===== src/rtl/cpt_pkg.sv =====
// Package for the capture-period tachometer: state encoding, status and
// register-index codes and datapath widths.
// No dependencies; imported by every module of the block.
`default_nettype none

package cpt_pkg;

    // Width of the shared adder/subtractor (65-bit divisor plus shift-in bit).
    localparam int ALU_WIDTH = 66;
    // Quotient and dividend width of the division passes.
    localparam int DIV_STEPS = 44;
    // Multiplier bits consumed by a shift-add multiply pass.
    localparam int MUL_STEPS = 17;
    localparam int CNT_WIDTH = 6;

    // Register indexes on the configuration channel.
    localparam logic [2:0] CFG_TIMER_CLOCK_HZ   = 3'd0;
    localparam logic [2:0] CFG_PRESCALE_DIVISOR = 3'd1;
    localparam logic [2:0] CFG_RELOAD_VALUE     = 3'd2;
    localparam logic [2:0] CFG_PULSES_PER_REV   = 3'd3;
    localparam logic [2:0] CFG_TIMEOUT_MS       = 3'd4;
    localparam logic [2:0] CFG_MIN_INTERVAL     = 3'd5;

    // Result status codes.
    localparam logic [1:0] STATUS_UPDATED   = 2'd0;
    localparam logic [1:0] STATUS_REJECTED  = 2'd1;
    localparam logic [1:0] STATUS_TIMED_OUT = 2'd2;
    localparam logic [1:0] STATUS_UNCHANGED = 2'd3;

    // Input item kinds.
    localparam logic MODE_CAPTURE = 1'b0;
    localparam logic MODE_TIMEOUT = 1'b1;

    typedef enum logic [2:0] {
        ST_IDLE,
        ST_EVAL,
        ST_CHECK,
        ST_MUL1,
        ST_MUL2,
        ST_DIVF,
        ST_DIVR,
        ST_EMIT
    } state_t;

endpackage

`default_nettype wire


===== src/rtl/cpt_addsub.sv =====
// Shared adder/subtractor of the tachometer datapath.
// Depends on cpt_pkg for its width.
`default_nettype none

module cpt_addsub
    import cpt_pkg::*;
(
    input  wire logic [ALU_WIDTH-1:0] a,
    input  wire logic [ALU_WIDTH-1:0] b,
    input  wire logic                 sub,
    output logic      [ALU_WIDTH:0]   sum   // Top bit is the carry out (no borrow).
);

    logic [ALU_WIDTH-1:0] b_op;

    assign b_op = sub ? ~b : b;
    assign sum  = {1'b0, a} + {1'b0, b_op} + (ALU_WIDTH+1)'(sub);

endmodule

`default_nettype wire


===== src/rtl/capture_period_tachometer.sv =====
// Capture-period tachometer top level: control sequencer, configuration
// registers and the iterative multiply/divide datapath.
// Depends on cpt_pkg and cpt_addsub.
//
// Usage. Each transaction on the slave stream is a capture event
// (s_tuser = 0) or a timeout check (s_tuser = 1), carrying the captured
// counter value and a millisecond timestamp. Every input transaction gives
// exactly one result transaction on the master stream with the held
// frequency and rpm (unsigned, 8 fraction bits, saturating) and a status.
// Configuration writes come over the cfg channel, which is always ready,
// and are to be made while the block is idle; the block does not enforce this.
// Sequence. A rejected capture or a timeout check goes through the evaluate,
// check and emit states to m_tvalid. An accepted capture also enters the
// datapath: one shared 66-bit adder/subtractor runs two 17-step shift-add
// multiplies (interval times prescaler, then times pulses per revolution)
// and two 44-step restoring divisions, one bit per cycle. s_tready is high
// only while the sequencer is idle, so one item is in work at a time.
// A finished result sits in the output register; the next item is accepted
// while it waits. If the receiver still stalls when the following result is
// ready, the sequencer holds in its final state until the register frees.
// Reset (aresetn low, synchronous) restores the register defaults and clears
// the held capture, timestamp, frequency and rpm.
`default_nettype none

module capture_period_tachometer
    import cpt_pkg::*;
#(
    parameter int COUNTER_WIDTH = 32
) (
    input  wire logic        aclk,
    input  wire logic        aresetn,
    // Input stream.
    input  wire logic        s_tvalid,
    output logic             s_tready,
    input  wire logic [63:0] s_tdata,   // capture_value [31:0], now_ms [63:32]
    input  wire logic        s_tuser,   // mode [0]
    // Result stream.
    output logic             m_tvalid,
    input  wire logic        m_tready,
    output logic      [71:0] m_tdata,   // frequency_q8 [31:0], speed_rpm_q8 [71:32]
    output logic      [1:0]  m_tuser,   // status [1:0]
    // Configuration write channel.
    input  wire logic        cfg_valid,
    output logic             cfg_ready,
    input  wire logic [2:0]  cfg_index,
    input  wire logic [31:0] cfg_data
);

    // Configuration registers.
    logic [29:0] clock_hz_reg;
    logic [16:0] prescale_reg;
    logic [31:0] reload_reg;
    logic [15:0] ppr_reg;
    logic [31:0] timeout_reg;
    logic [15:0] min_interval_reg;

    // Architectural state.
    logic [COUNTER_WIDTH-1:0] prev_reg, prev_next;
    logic [31:0] last_ms_reg, last_ms_next;
    logic [31:0] held_freq_reg, held_freq_next;
    logic [39:0] held_rpm_reg, held_rpm_next;

    // Sequencer and datapath.
    state_t state_reg, state_next;
    logic                 mode_reg;
    logic [31:0]          cap_reg;
    logic [31:0]          now_reg;
    logic [31:0]          diff_reg, diff_next;
    logic [1:0]           status_reg, status_next;
    logic [ALU_WIDTH-1:0] acc_reg, acc_next;
    logic [64:0]          mcand_reg, mcand_next;
    logic [16:0]          mplier_reg, mplier_next;
    logic [48:0]          den1_reg, den1_next;
    logic [64:0]          den2_reg, den2_next;
    logic [DIV_STEPS-1:0] num_reg, num_next;
    logic [DIV_STEPS-1:0] quot_reg, quot_next;
    logic [CNT_WIDTH-1:0] cnt_reg, cnt_next;

    // Output register.
    logic        out_valid_reg, out_valid_next;
    logic [71:0] out_data_reg, out_data_next;
    logic [1:0]  out_user_reg, out_user_next;

    logic s_accept;
    logic out_free;
    logic mul_last;
    logic div_last;

    logic [COUNTER_WIDTH-1:0] cap_c;
    logic [COUNTER_WIDTH-1:0] rel_c;
    logic [COUNTER_WIDTH-1:0] interval;
    logic                     reject;
    logic                     timed_out;
    logic [16:0]              pre_eff;
    logic [16:0]              ppr_eff;
    logic [DIV_STEPS-1:0]     numr;

    logic [ALU_WIDTH-1:0] alu_a;
    logic [ALU_WIDTH-1:0] alu_b;
    logic                 alu_sub;
    logic [ALU_WIDTH:0]   alu_sum;
    logic [ALU_WIDTH-1:0] mul_acc;
    logic [ALU_WIDTH-1:0] div_shifted;
    logic                 div_bit;
    logic [ALU_WIDTH-1:0] div_rem;
    logic [DIV_STEPS-1:0] div_quot;

    assign s_tready  = (state_reg == ST_IDLE);
    assign s_accept  = s_tvalid && s_tready;
    assign cfg_ready = 1'b1;
    assign m_tvalid  = out_valid_reg;
    assign m_tdata   = out_data_reg;
    assign m_tuser   = out_user_reg;
    assign out_free  = !out_valid_reg || m_tready;
    assign mul_last  = (cnt_reg == CNT_WIDTH'(MUL_STEPS - 1));
    assign div_last  = (cnt_reg == CNT_WIDTH'(DIV_STEPS - 1));

    // Interval since the previous capture. When the capture is below the
    // previous one the counter wrapped at the reload value, and one full
    // period of reload + 1 ticks is added; a previous capture above reload
    // simply wraps modulo the counter width.
    assign cap_c    = cap_reg[COUNTER_WIDTH-1:0];
    assign rel_c    = reload_reg[COUNTER_WIDTH-1:0];
    assign interval = ((cap_c >= prev_reg) || (prev_reg > rel_c))
                    ? (cap_c - prev_reg)
                    : (rel_c - prev_reg + cap_c + COUNTER_WIDTH'(1));

    assign reject    = (diff_reg == 32'd0) || (diff_reg < 32'(min_interval_reg));
    assign timed_out = (diff_reg > timeout_reg);
    assign pre_eff   = (prescale_reg == 17'd0) ? 17'd1 : prescale_reg;
    assign ppr_eff   = (ppr_reg == 16'd0) ? 17'd1 : 17'(ppr_reg);
    // clock * 256 * 60 = (clock << 14) - (clock << 10).
    assign numr      = (DIV_STEPS'(clock_hz_reg) << 14) - (DIV_STEPS'(clock_hz_reg) << 10);

    // Shared adder: accumulate in the multiply passes, trial subtract in
    // the division passes.
    assign div_shifted = {acc_reg[ALU_WIDTH-2:0], num_reg[DIV_STEPS-1]};

    always_comb begin
        alu_a   = acc_reg;
        alu_b   = ALU_WIDTH'(mcand_reg);
        alu_sub = 1'b0;
        case (state_reg)
            ST_DIVF: begin
                alu_a   = div_shifted;
                alu_b   = ALU_WIDTH'(den1_reg);
                alu_sub = 1'b1;
            end
            ST_DIVR: begin
                alu_a   = div_shifted;
                alu_b   = ALU_WIDTH'(den2_reg);
                alu_sub = 1'b1;
            end
            default: begin
                alu_a   = acc_reg;
                alu_b   = ALU_WIDTH'(mcand_reg);
                alu_sub = 1'b0;
            end
        endcase
    end

    cpt_addsub u_addsub (
        .a   (alu_a),
        .b   (alu_b),
        .sub (alu_sub),
        .sum (alu_sum)
    );

    assign mul_acc  = mplier_reg[0] ? alu_sum[ALU_WIDTH-1:0] : acc_reg;
    assign div_bit  = alu_sum[ALU_WIDTH];
    assign div_rem  = div_bit ? alu_sum[ALU_WIDTH-1:0] : div_shifted;
    assign div_quot = {quot_reg[DIV_STEPS-2:0], div_bit};

    // Next-state logic.
    always_comb begin
        state_next = state_reg;
        case (state_reg)
            ST_IDLE:  if (s_accept) begin
                state_next = ST_EVAL;
            end
            ST_EVAL:  state_next = ST_CHECK;
            ST_CHECK: begin
                if (mode_reg == MODE_TIMEOUT || reject) begin
                    state_next = ST_EMIT;
                end else begin
                    state_next = ST_MUL1;
                end
            end
            ST_MUL1:  if (mul_last) begin
                state_next = ST_MUL2;
            end
            ST_MUL2:  if (mul_last) begin
                state_next = ST_DIVF;
            end
            ST_DIVF:  if (div_last) begin
                state_next = ST_DIVR;
            end
            ST_DIVR:  if (div_last) begin
                state_next = ST_EMIT;
            end
            ST_EMIT:  if (out_free) begin
                state_next = ST_IDLE;
            end
            default:  state_next = ST_IDLE;
        endcase
    end

    // Datapath and output logic.
    always_comb begin
        prev_next      = prev_reg;
        last_ms_next   = last_ms_reg;
        held_freq_next = held_freq_reg;
        held_rpm_next  = held_rpm_reg;
        diff_next      = diff_reg;
        status_next    = status_reg;
        acc_next       = acc_reg;
        mcand_next     = mcand_reg;
        mplier_next    = mplier_reg;
        den1_next      = den1_reg;
        den2_next      = den2_reg;
        num_next       = num_reg;
        quot_next      = quot_reg;
        cnt_next       = cnt_reg;
        out_valid_next = out_valid_reg && !m_tready;
        out_data_next  = out_data_reg;
        out_user_next  = out_user_reg;

        case (state_reg)
            ST_EVAL: begin
                if (mode_reg == MODE_TIMEOUT) begin
                    diff_next = now_reg - last_ms_reg;
                end else begin
                    diff_next = 32'(interval);
                    prev_next = cap_c;
                end
            end
            ST_CHECK: begin
                if (mode_reg == MODE_TIMEOUT) begin
                    if (timed_out) begin
                        held_freq_next = 32'd0;
                        held_rpm_next  = 40'd0;
                        status_next    = STATUS_TIMED_OUT;
                    end else begin
                        status_next = STATUS_UNCHANGED;
                    end
                end else if (reject) begin
                    status_next = STATUS_REJECTED;
                end else begin
                    acc_next    = '0;
                    mcand_next  = 65'(diff_reg);
                    mplier_next = pre_eff;
                    cnt_next    = '0;
                end
            end
            ST_MUL1, ST_MUL2: begin
                acc_next    = mul_acc;
                mcand_next  = mcand_reg << 1;
                mplier_next = mplier_reg >> 1;
                cnt_next    = cnt_reg + CNT_WIDTH'(1);
                if (mul_last) begin
                    acc_next = '0;
                    cnt_next = '0;
                    if (state_reg == ST_MUL1) begin
                        den1_next   = mul_acc[48:0];
                        mcand_next  = 65'(mul_acc[48:0]);
                        mplier_next = ppr_eff;
                    end else begin
                        den2_next = mul_acc[64:0];
                        num_next  = DIV_STEPS'({clock_hz_reg, 8'd0});
                        quot_next = '0;
                    end
                end
            end
            ST_DIVF, ST_DIVR: begin
                acc_next  = div_rem;
                num_next  = num_reg << 1;
                quot_next = div_quot;
                cnt_next  = cnt_reg + CNT_WIDTH'(1);
                if (div_last) begin
                    acc_next  = '0;
                    cnt_next  = '0;
                    quot_next = '0;
                    if (state_reg == ST_DIVF) begin
                        held_freq_next = (|div_quot[DIV_STEPS-1:32]) ? '1 : div_quot[31:0];
                        num_next       = numr;
                    end else begin
                        held_rpm_next = (|div_quot[DIV_STEPS-1:40]) ? '1 : div_quot[39:0];
                        last_ms_next  = now_reg;
                        status_next   = STATUS_UPDATED;
                    end
                end
            end
            ST_EMIT: begin
                if (out_free) begin
                    out_valid_next = 1'b1;
                    out_data_next  = {held_rpm_reg, held_freq_reg};
                    out_user_next  = status_reg;
                end
            end
            default: begin
                cnt_next = cnt_reg;
            end
        endcase
    end

    // Control and architectural state.
    always_ff @(posedge aclk) begin
        if (!aresetn) begin
            state_reg        <= ST_IDLE;
            out_valid_reg    <= 1'b0;
            clock_hz_reg     <= 30'd84000000;
            prescale_reg     <= 17'd1;
            reload_reg       <= 32'd65535;
            ppr_reg          <= 16'd1;
            timeout_reg      <= 32'd1000;
            min_interval_reg <= 16'd20;
            prev_reg         <= '0;
            last_ms_reg      <= '0;
            held_freq_reg    <= '0;
            held_rpm_reg     <= '0;
        end else begin
            state_reg     <= state_next;
            out_valid_reg <= out_valid_next;
            prev_reg      <= prev_next;
            last_ms_reg   <= last_ms_next;
            held_freq_reg <= held_freq_next;
            held_rpm_reg  <= held_rpm_next;
            if (cfg_valid && cfg_ready) begin
                case (cfg_index)
                    CFG_TIMER_CLOCK_HZ:   clock_hz_reg     <= cfg_data[29:0];
                    CFG_PRESCALE_DIVISOR: prescale_reg     <= cfg_data[16:0];
                    CFG_RELOAD_VALUE:     reload_reg       <= cfg_data;
                    CFG_PULSES_PER_REV:   ppr_reg          <= cfg_data[15:0];
                    CFG_TIMEOUT_MS:       timeout_reg      <= cfg_data;
                    CFG_MIN_INTERVAL:     min_interval_reg <= cfg_data[15:0];
                    default: begin
                    end
                endcase
            end
        end
    end

    // Payload registers.
    always_ff @(posedge aclk) begin
        if (s_accept) begin
            mode_reg <= s_tuser;
            cap_reg  <= s_tdata[31:0];
            now_reg  <= s_tdata[63:32];
        end
        diff_reg     <= diff_next;
        status_reg   <= status_next;
        acc_reg      <= acc_next;
        mcand_reg    <= mcand_next;
        mplier_reg   <= mplier_next;
        den1_reg     <= den1_next;
        den2_reg     <= den2_next;
        num_reg      <= num_next;
        quot_reg     <= quot_next;
        cnt_reg      <= cnt_next;
        out_data_reg <= out_data_next;
        out_user_reg <= out_user_next;
    end

    // The sequencer works on one item at a time.
    a_busy_after_accept: assert property (@(posedge aclk) disable iff (!aresetn)
        s_accept |=> !s_tready)
        else $error("input accepted while a transaction was still in work");

    // A timeout result always reports zero speed.
    a_timeout_zero: assert property (@(posedge aclk) disable iff (!aresetn)
        (m_tvalid && m_tuser == STATUS_TIMED_OUT) |-> (m_tdata == 72'd0))
        else $error("timed-out result carries a nonzero speed");

    // The multiply passes never run past their multiplier width.
    a_mul_count: assert property (@(posedge aclk) disable iff (!aresetn)
        (state_reg == ST_MUL1 || state_reg == ST_MUL2)
            |-> (cnt_reg < CNT_WIDTH'(MUL_STEPS)))
        else $error("multiply step counter out of range");

endmodule

`default_nettype wire

===== config.mk =====
export PLATFORM = sky130hd
export DESIGN_NAME = capture_period_tachometer
export DESIGN_NICKNAME = d
export VERILOG_FILES = /design/src/rtl/cpt_pkg.sv /design/src/rtl/cpt_addsub.sv /design/src/rtl/capture_period_tachometer.sv
export SDC_FILE = /design/constraint.sdc
export NUM_CORES = 2
export LEC_CHECK = 0
export ABC_CLOCK_PERIOD_IN_PS = 14000
export BUFFER_PORTS_ARGS = -buffer_cell sky130_fd_sc_hd__buf_2
export CORE_MARGIN = 2
export CORE_UTILIZATION = 30
export CTS_BUF_LIST = sky130_fd_sc_hd__clkbuf_8
export CTS_CLUSTER_DIAMETER = 80
export DETAILED_ROUTE_END_ITERATION = 10
export HOLD_SLACK_MARGIN = 0.03
export PLACE_DENSITY = 0.55
export SLEW_MARGIN = 20
export SYNTH_ARGS = -nofsm -noshare
export SYNTH_HDL_FRONTEND = slang
export SYNTH_SLANG_ARGS = --single-unit
export TNS_END_PERCENT = 10

===== constraint.sdc =====
create_clock -name aclk -period 14 [get_ports aclk]
set_input_delay 1.4 -clock aclk [delete_from_list [all_inputs] [get_ports aclk]]
set_output_delay 1.4 -clock aclk [all_outputs]
set_load 0.03 [all_outputs]

==> flow_summary.ini <==
[cells_and_area]
area_growth_pct = 12.57
final_layout_size_suffix_gt1_frac = 0.09435
nNetsFinal = 5566
layout.cell_area.non_filler_sq_mm = 0.05272
largest_register_ffs = 72

[synthesis]
ys_types = 89
synth_enable_flop_cells = 520
asyncSetResetFlopFracSynth = 0
yosysMostFrequentCell = sky130_fd_sc_hd__nand2_1
post-synth-top-area-cell = sky130_fd_sc_hd__edfxtp_1
leading_post_synthesis_cells_by_instance_count = sky130_fd_sc_hd__nand2_1 (783), sky130_fd_sc_hd__edfxtp_1 (520), sky130_fd_sc_hd__inv_1 (355), sky130_fd_sc_hd__a21oi_1 (342), sky130_fd_sc_hd__nor2_1 (328)
synth_flop_cell = sky130_fd_sc_hd__edfxtp_1
yosysTopAreaCellShare = 0.3334
seq_area_frac_synth = 0.4544
post_synth_inst_count = 5064
ys_seq_elements = 803
synth.top_cells.by_area = sky130_fd_sc_hd__edfxtp_1 (33%), sky130_fd_sc_hd__dfxtp_1 (12%), sky130_fd_sc_hd__ha_1 (7.2%), sky130_fd_sc_hd__nand2_1 (6.3%), sky130_fd_sc_hd__a21oi_1 (3.7%)
synth.net_count = 5472
syn_area_sq_mm = 0.04683
postSynthAreaPerCell_sq_um = 9.249
ys_warn_count = 0

[cts]
clkTransAtPathRegs_ns = 0.07
max-clock-path-buffers = 3
cts_repair_resize_count = 0
clock_sink_count = 803
cts.repair_timing.setup_buffer_count = 0
clockRootBuffer = sky130_fd_sc_hd__clkbuf_8
cts_htree_levels = 4
numCtsBuffers = 141
postCtsHoldBufs = 0
clock_insertion_delay_worst_skew_ns = 0.89
tritoncts = built

[global_routing]
gr-usage-met3 = 0.02847
grt_pass1_wl_um = 217100
grt_max_degree = 97
via_count_of_the_first_global_routing_pass = 36326
grt_busiest_layer = met2
grt_util_met2 = 0.2786
gr-usage-met1 = 0.2398
groute.usage.overall = 0.1751
grt_antenna_before_repair = 4
gr-total-overflow = 0

[timing]
time_the_final_worst_path_needs_with_i_o_delays_and_setup_ns = 6.194
rsz0062_at_grt = no
setup_viol = 0
relSlewSlack = 0.2476
setup-tns-final_ns = 0
fin_skew_ns = 0.03711
timing.final.crit_share = 0.4424
timing_worst_slew_pin_value_ns = 1.117
holdWs_ns = 0.4215
timing.final.hold_violations = 0
maxSlewViolCount = 0
fmaxAchievable_mhz = 161.5

[worst_setup_path]
worstRegToRegCells = 15
critical-path-max-stage-delay_ns = 0.99
critical_path_class = reg2reg
worst-endpoint-arrival_ns = 6.77
cp_max_fo = 91
cpLargestDelayFamily = compound AO/OA/AOI/OAI gates
master_of_the_slowest_instance_on_the_critical_path = sky130_fd_sc_hd__dfxtp_4
start_kind = register
r2r_end = acc_reg[37]
timing.critical_path.buf_inv = 2
cell_by_cell_trace_of_the_critical_path = buf_4 -> a31oi_1 -> o22ai_1 -> a21oi_1 -> ha_1 -> nand3_1 -> or4_1 -> a211o_1 -> a211o_1 -> a21boi_1 -> o21ai_1 -> nand2_2 -> buf_4 -> mux2i_1 -> o22ai_1
critical_r2r_launch = state_reg[2]
rrSetupSlack_ns = 7.81
critical_path_required_ns = 14.57
worstSetupEndpointType = register

[worst_hold_path]
worst_hold_path_type = reg2reg
holdPathEnd = m_tdata[13]
whs_path_depth = 0
startpoint_of_the_most_critical_hold_path = held_freq_reg[13]

[place]
routabilityCongestion = 0.9060
io_buffer_count = 180
place_hpwl_um = 99020
dpl_cell_area_sq_mm = 0.04972

[routing]
antenna_violating_nets_post_route = 0
wl_per_cell_um = 19.30
routed-via-count = 37800
count_of_routing_violations_after_the_opening_detailed_route_iteration = 3032
detail_route.wirelength_um = 141400
detailedRoute.firstPassIterationCount = 6
route.detailed.drc = 0
vias_per_cell = 5.159

[floorplanning]
die_area_sq_mm = 0.1593
initial_utilization = 0.3030
vert_die_dim_um = 399.1
ioPinCount = 182
chipWidth_um = 399.1
rows = 144
design.core.area_sq_mm = 0.1546

[power_and_ir_drop]
cellPowerDensity_mw_per_mm2 = 247.6
netSwitchingFraction = 0.4551
cellLeakagePower_uw = 0.02075
comb_power_share = 0.529
power_switching_uw = 5940
power_frac_seq = 0.294
max-vdd-ir-drop_uv = 122.9
clock_power_share = 0.177
p_int_uw = 7113

[job]
drv_cap = 0

[run_status]
run_status = finished, final reports clean
==> kinds of logic after synthesis <==
group / synth area share
and+or+nand+nor: 0.1477
AOI/OAI and AO/OA: 0.2013
DFF: 0.4544
buffers and inverters: 0.05228
adders and majority gates: 0.08640
xor gates and xnor gates: 0.03347
muxes: 0.02439
other: 0.00008007
==> worst max-delay path by stage <==
stage	startpoint	endpoint	slack, ns	cells after the start
floorplan	cnt_reg[2]	den2_reg[0]	7.98	4
global placement	state_reg[2]	acc_reg[0]	8.06	16
global route	state_reg[2]	acc_reg[0]	7.51	16
CTS	state_reg[2]	acc_reg[0]	7.95	16
finish	state_reg[2]	acc_reg[37]	7.81	15
detailed placement	state_reg[2]	acc_reg[0]	7.96	16
==> cell usage in the layout (no fill, tap or decap), types with 55 or more instances in the layout <==
master	instances
sky130_fd_sc_hd__nand3_1	97
sky130_fd_sc_hd__buf_2	179
sky130_fd_sc_hd__nand4_1	55
sky130_fd_sc_hd__o21ai_0	262
sky130_fd_sc_hd__ha_1	269
sky130_fd_sc_hd__inv_1	409
sky130_fd_sc_hd__nor2_1	325
sky130_fd_sc_hd__clkbuf_8	167
sky130_fd_sc_hd__a21o_1	136
sky130_fd_sc_hd__and2_1	59
sky130_fd_sc_hd__o22ai_1	99
sky130_fd_sc_hd__xor2_1	67
sky130_fd_sc_hd__mux2i_1	95
sky130_fd_sc_hd__edfxtp_1	520
sky130_fd_sc_hd__dfxtp_1	280
sky130_fd_sc_hd__a21oi_1	341
sky130_fd_sc_hd__nand2_1	781
sky130_fd_sc_hd__a31oi_1	77
sky130_fd_sc_hd__and3_1	55
sky130_fd_sc_hd__a21boi_0	177
sky130_fd_sc_hd__xnor2_1	112
==> cell type report <==
cell class | count | area [sq um]
Clock inverter | 96 | 679.4
Antenna cell | 5 | 12.51
Multi-Input combinational cell | 3625 | 23260
Fill cell | 16051 | 101900
Clock buffer | 167 | 2298
Sequential cell | 803 | 21290
Tap cell | 2044 | 2557
Timing Repair Buffer | 229 | 1275
Inverter | 358 | 1345
==> power groups by stage <==
stage                     Combinational, uW  Clock [uW]  Sequential, uW
after floorplan                        5110           0            3660
after CTS                              6870        2370            3830
after global placement                 6750           0            3870
after detailed placement               6830           0            3870
after global routing                   7650        2480            3900
final                                  6910        2310            3840
==> layer usage <==
layer  wire length, um  share of wire  up-vias
li1                  -              -    18307
met1             65740           0.46    18242
met2             63870           0.45     1039
met3              7570          0.054      212
met4              4262          0.030        0
met5                 0              0        -
==> stage by stage <==
step	cells	total power, uW	setup slack (ns)	util
after floorplan	5064	8772	7.981	-
after global placement	7059	10610	8.061	0.3216
after detailed placement	7059	10700	7.965	0.3216
after CTS	7322	13070	7.955	0.3409
after global routing	7327	14030	7.512	0.3410
final	7327	13050	7.806	0.3410
Power figures use the tool's default switching activity.
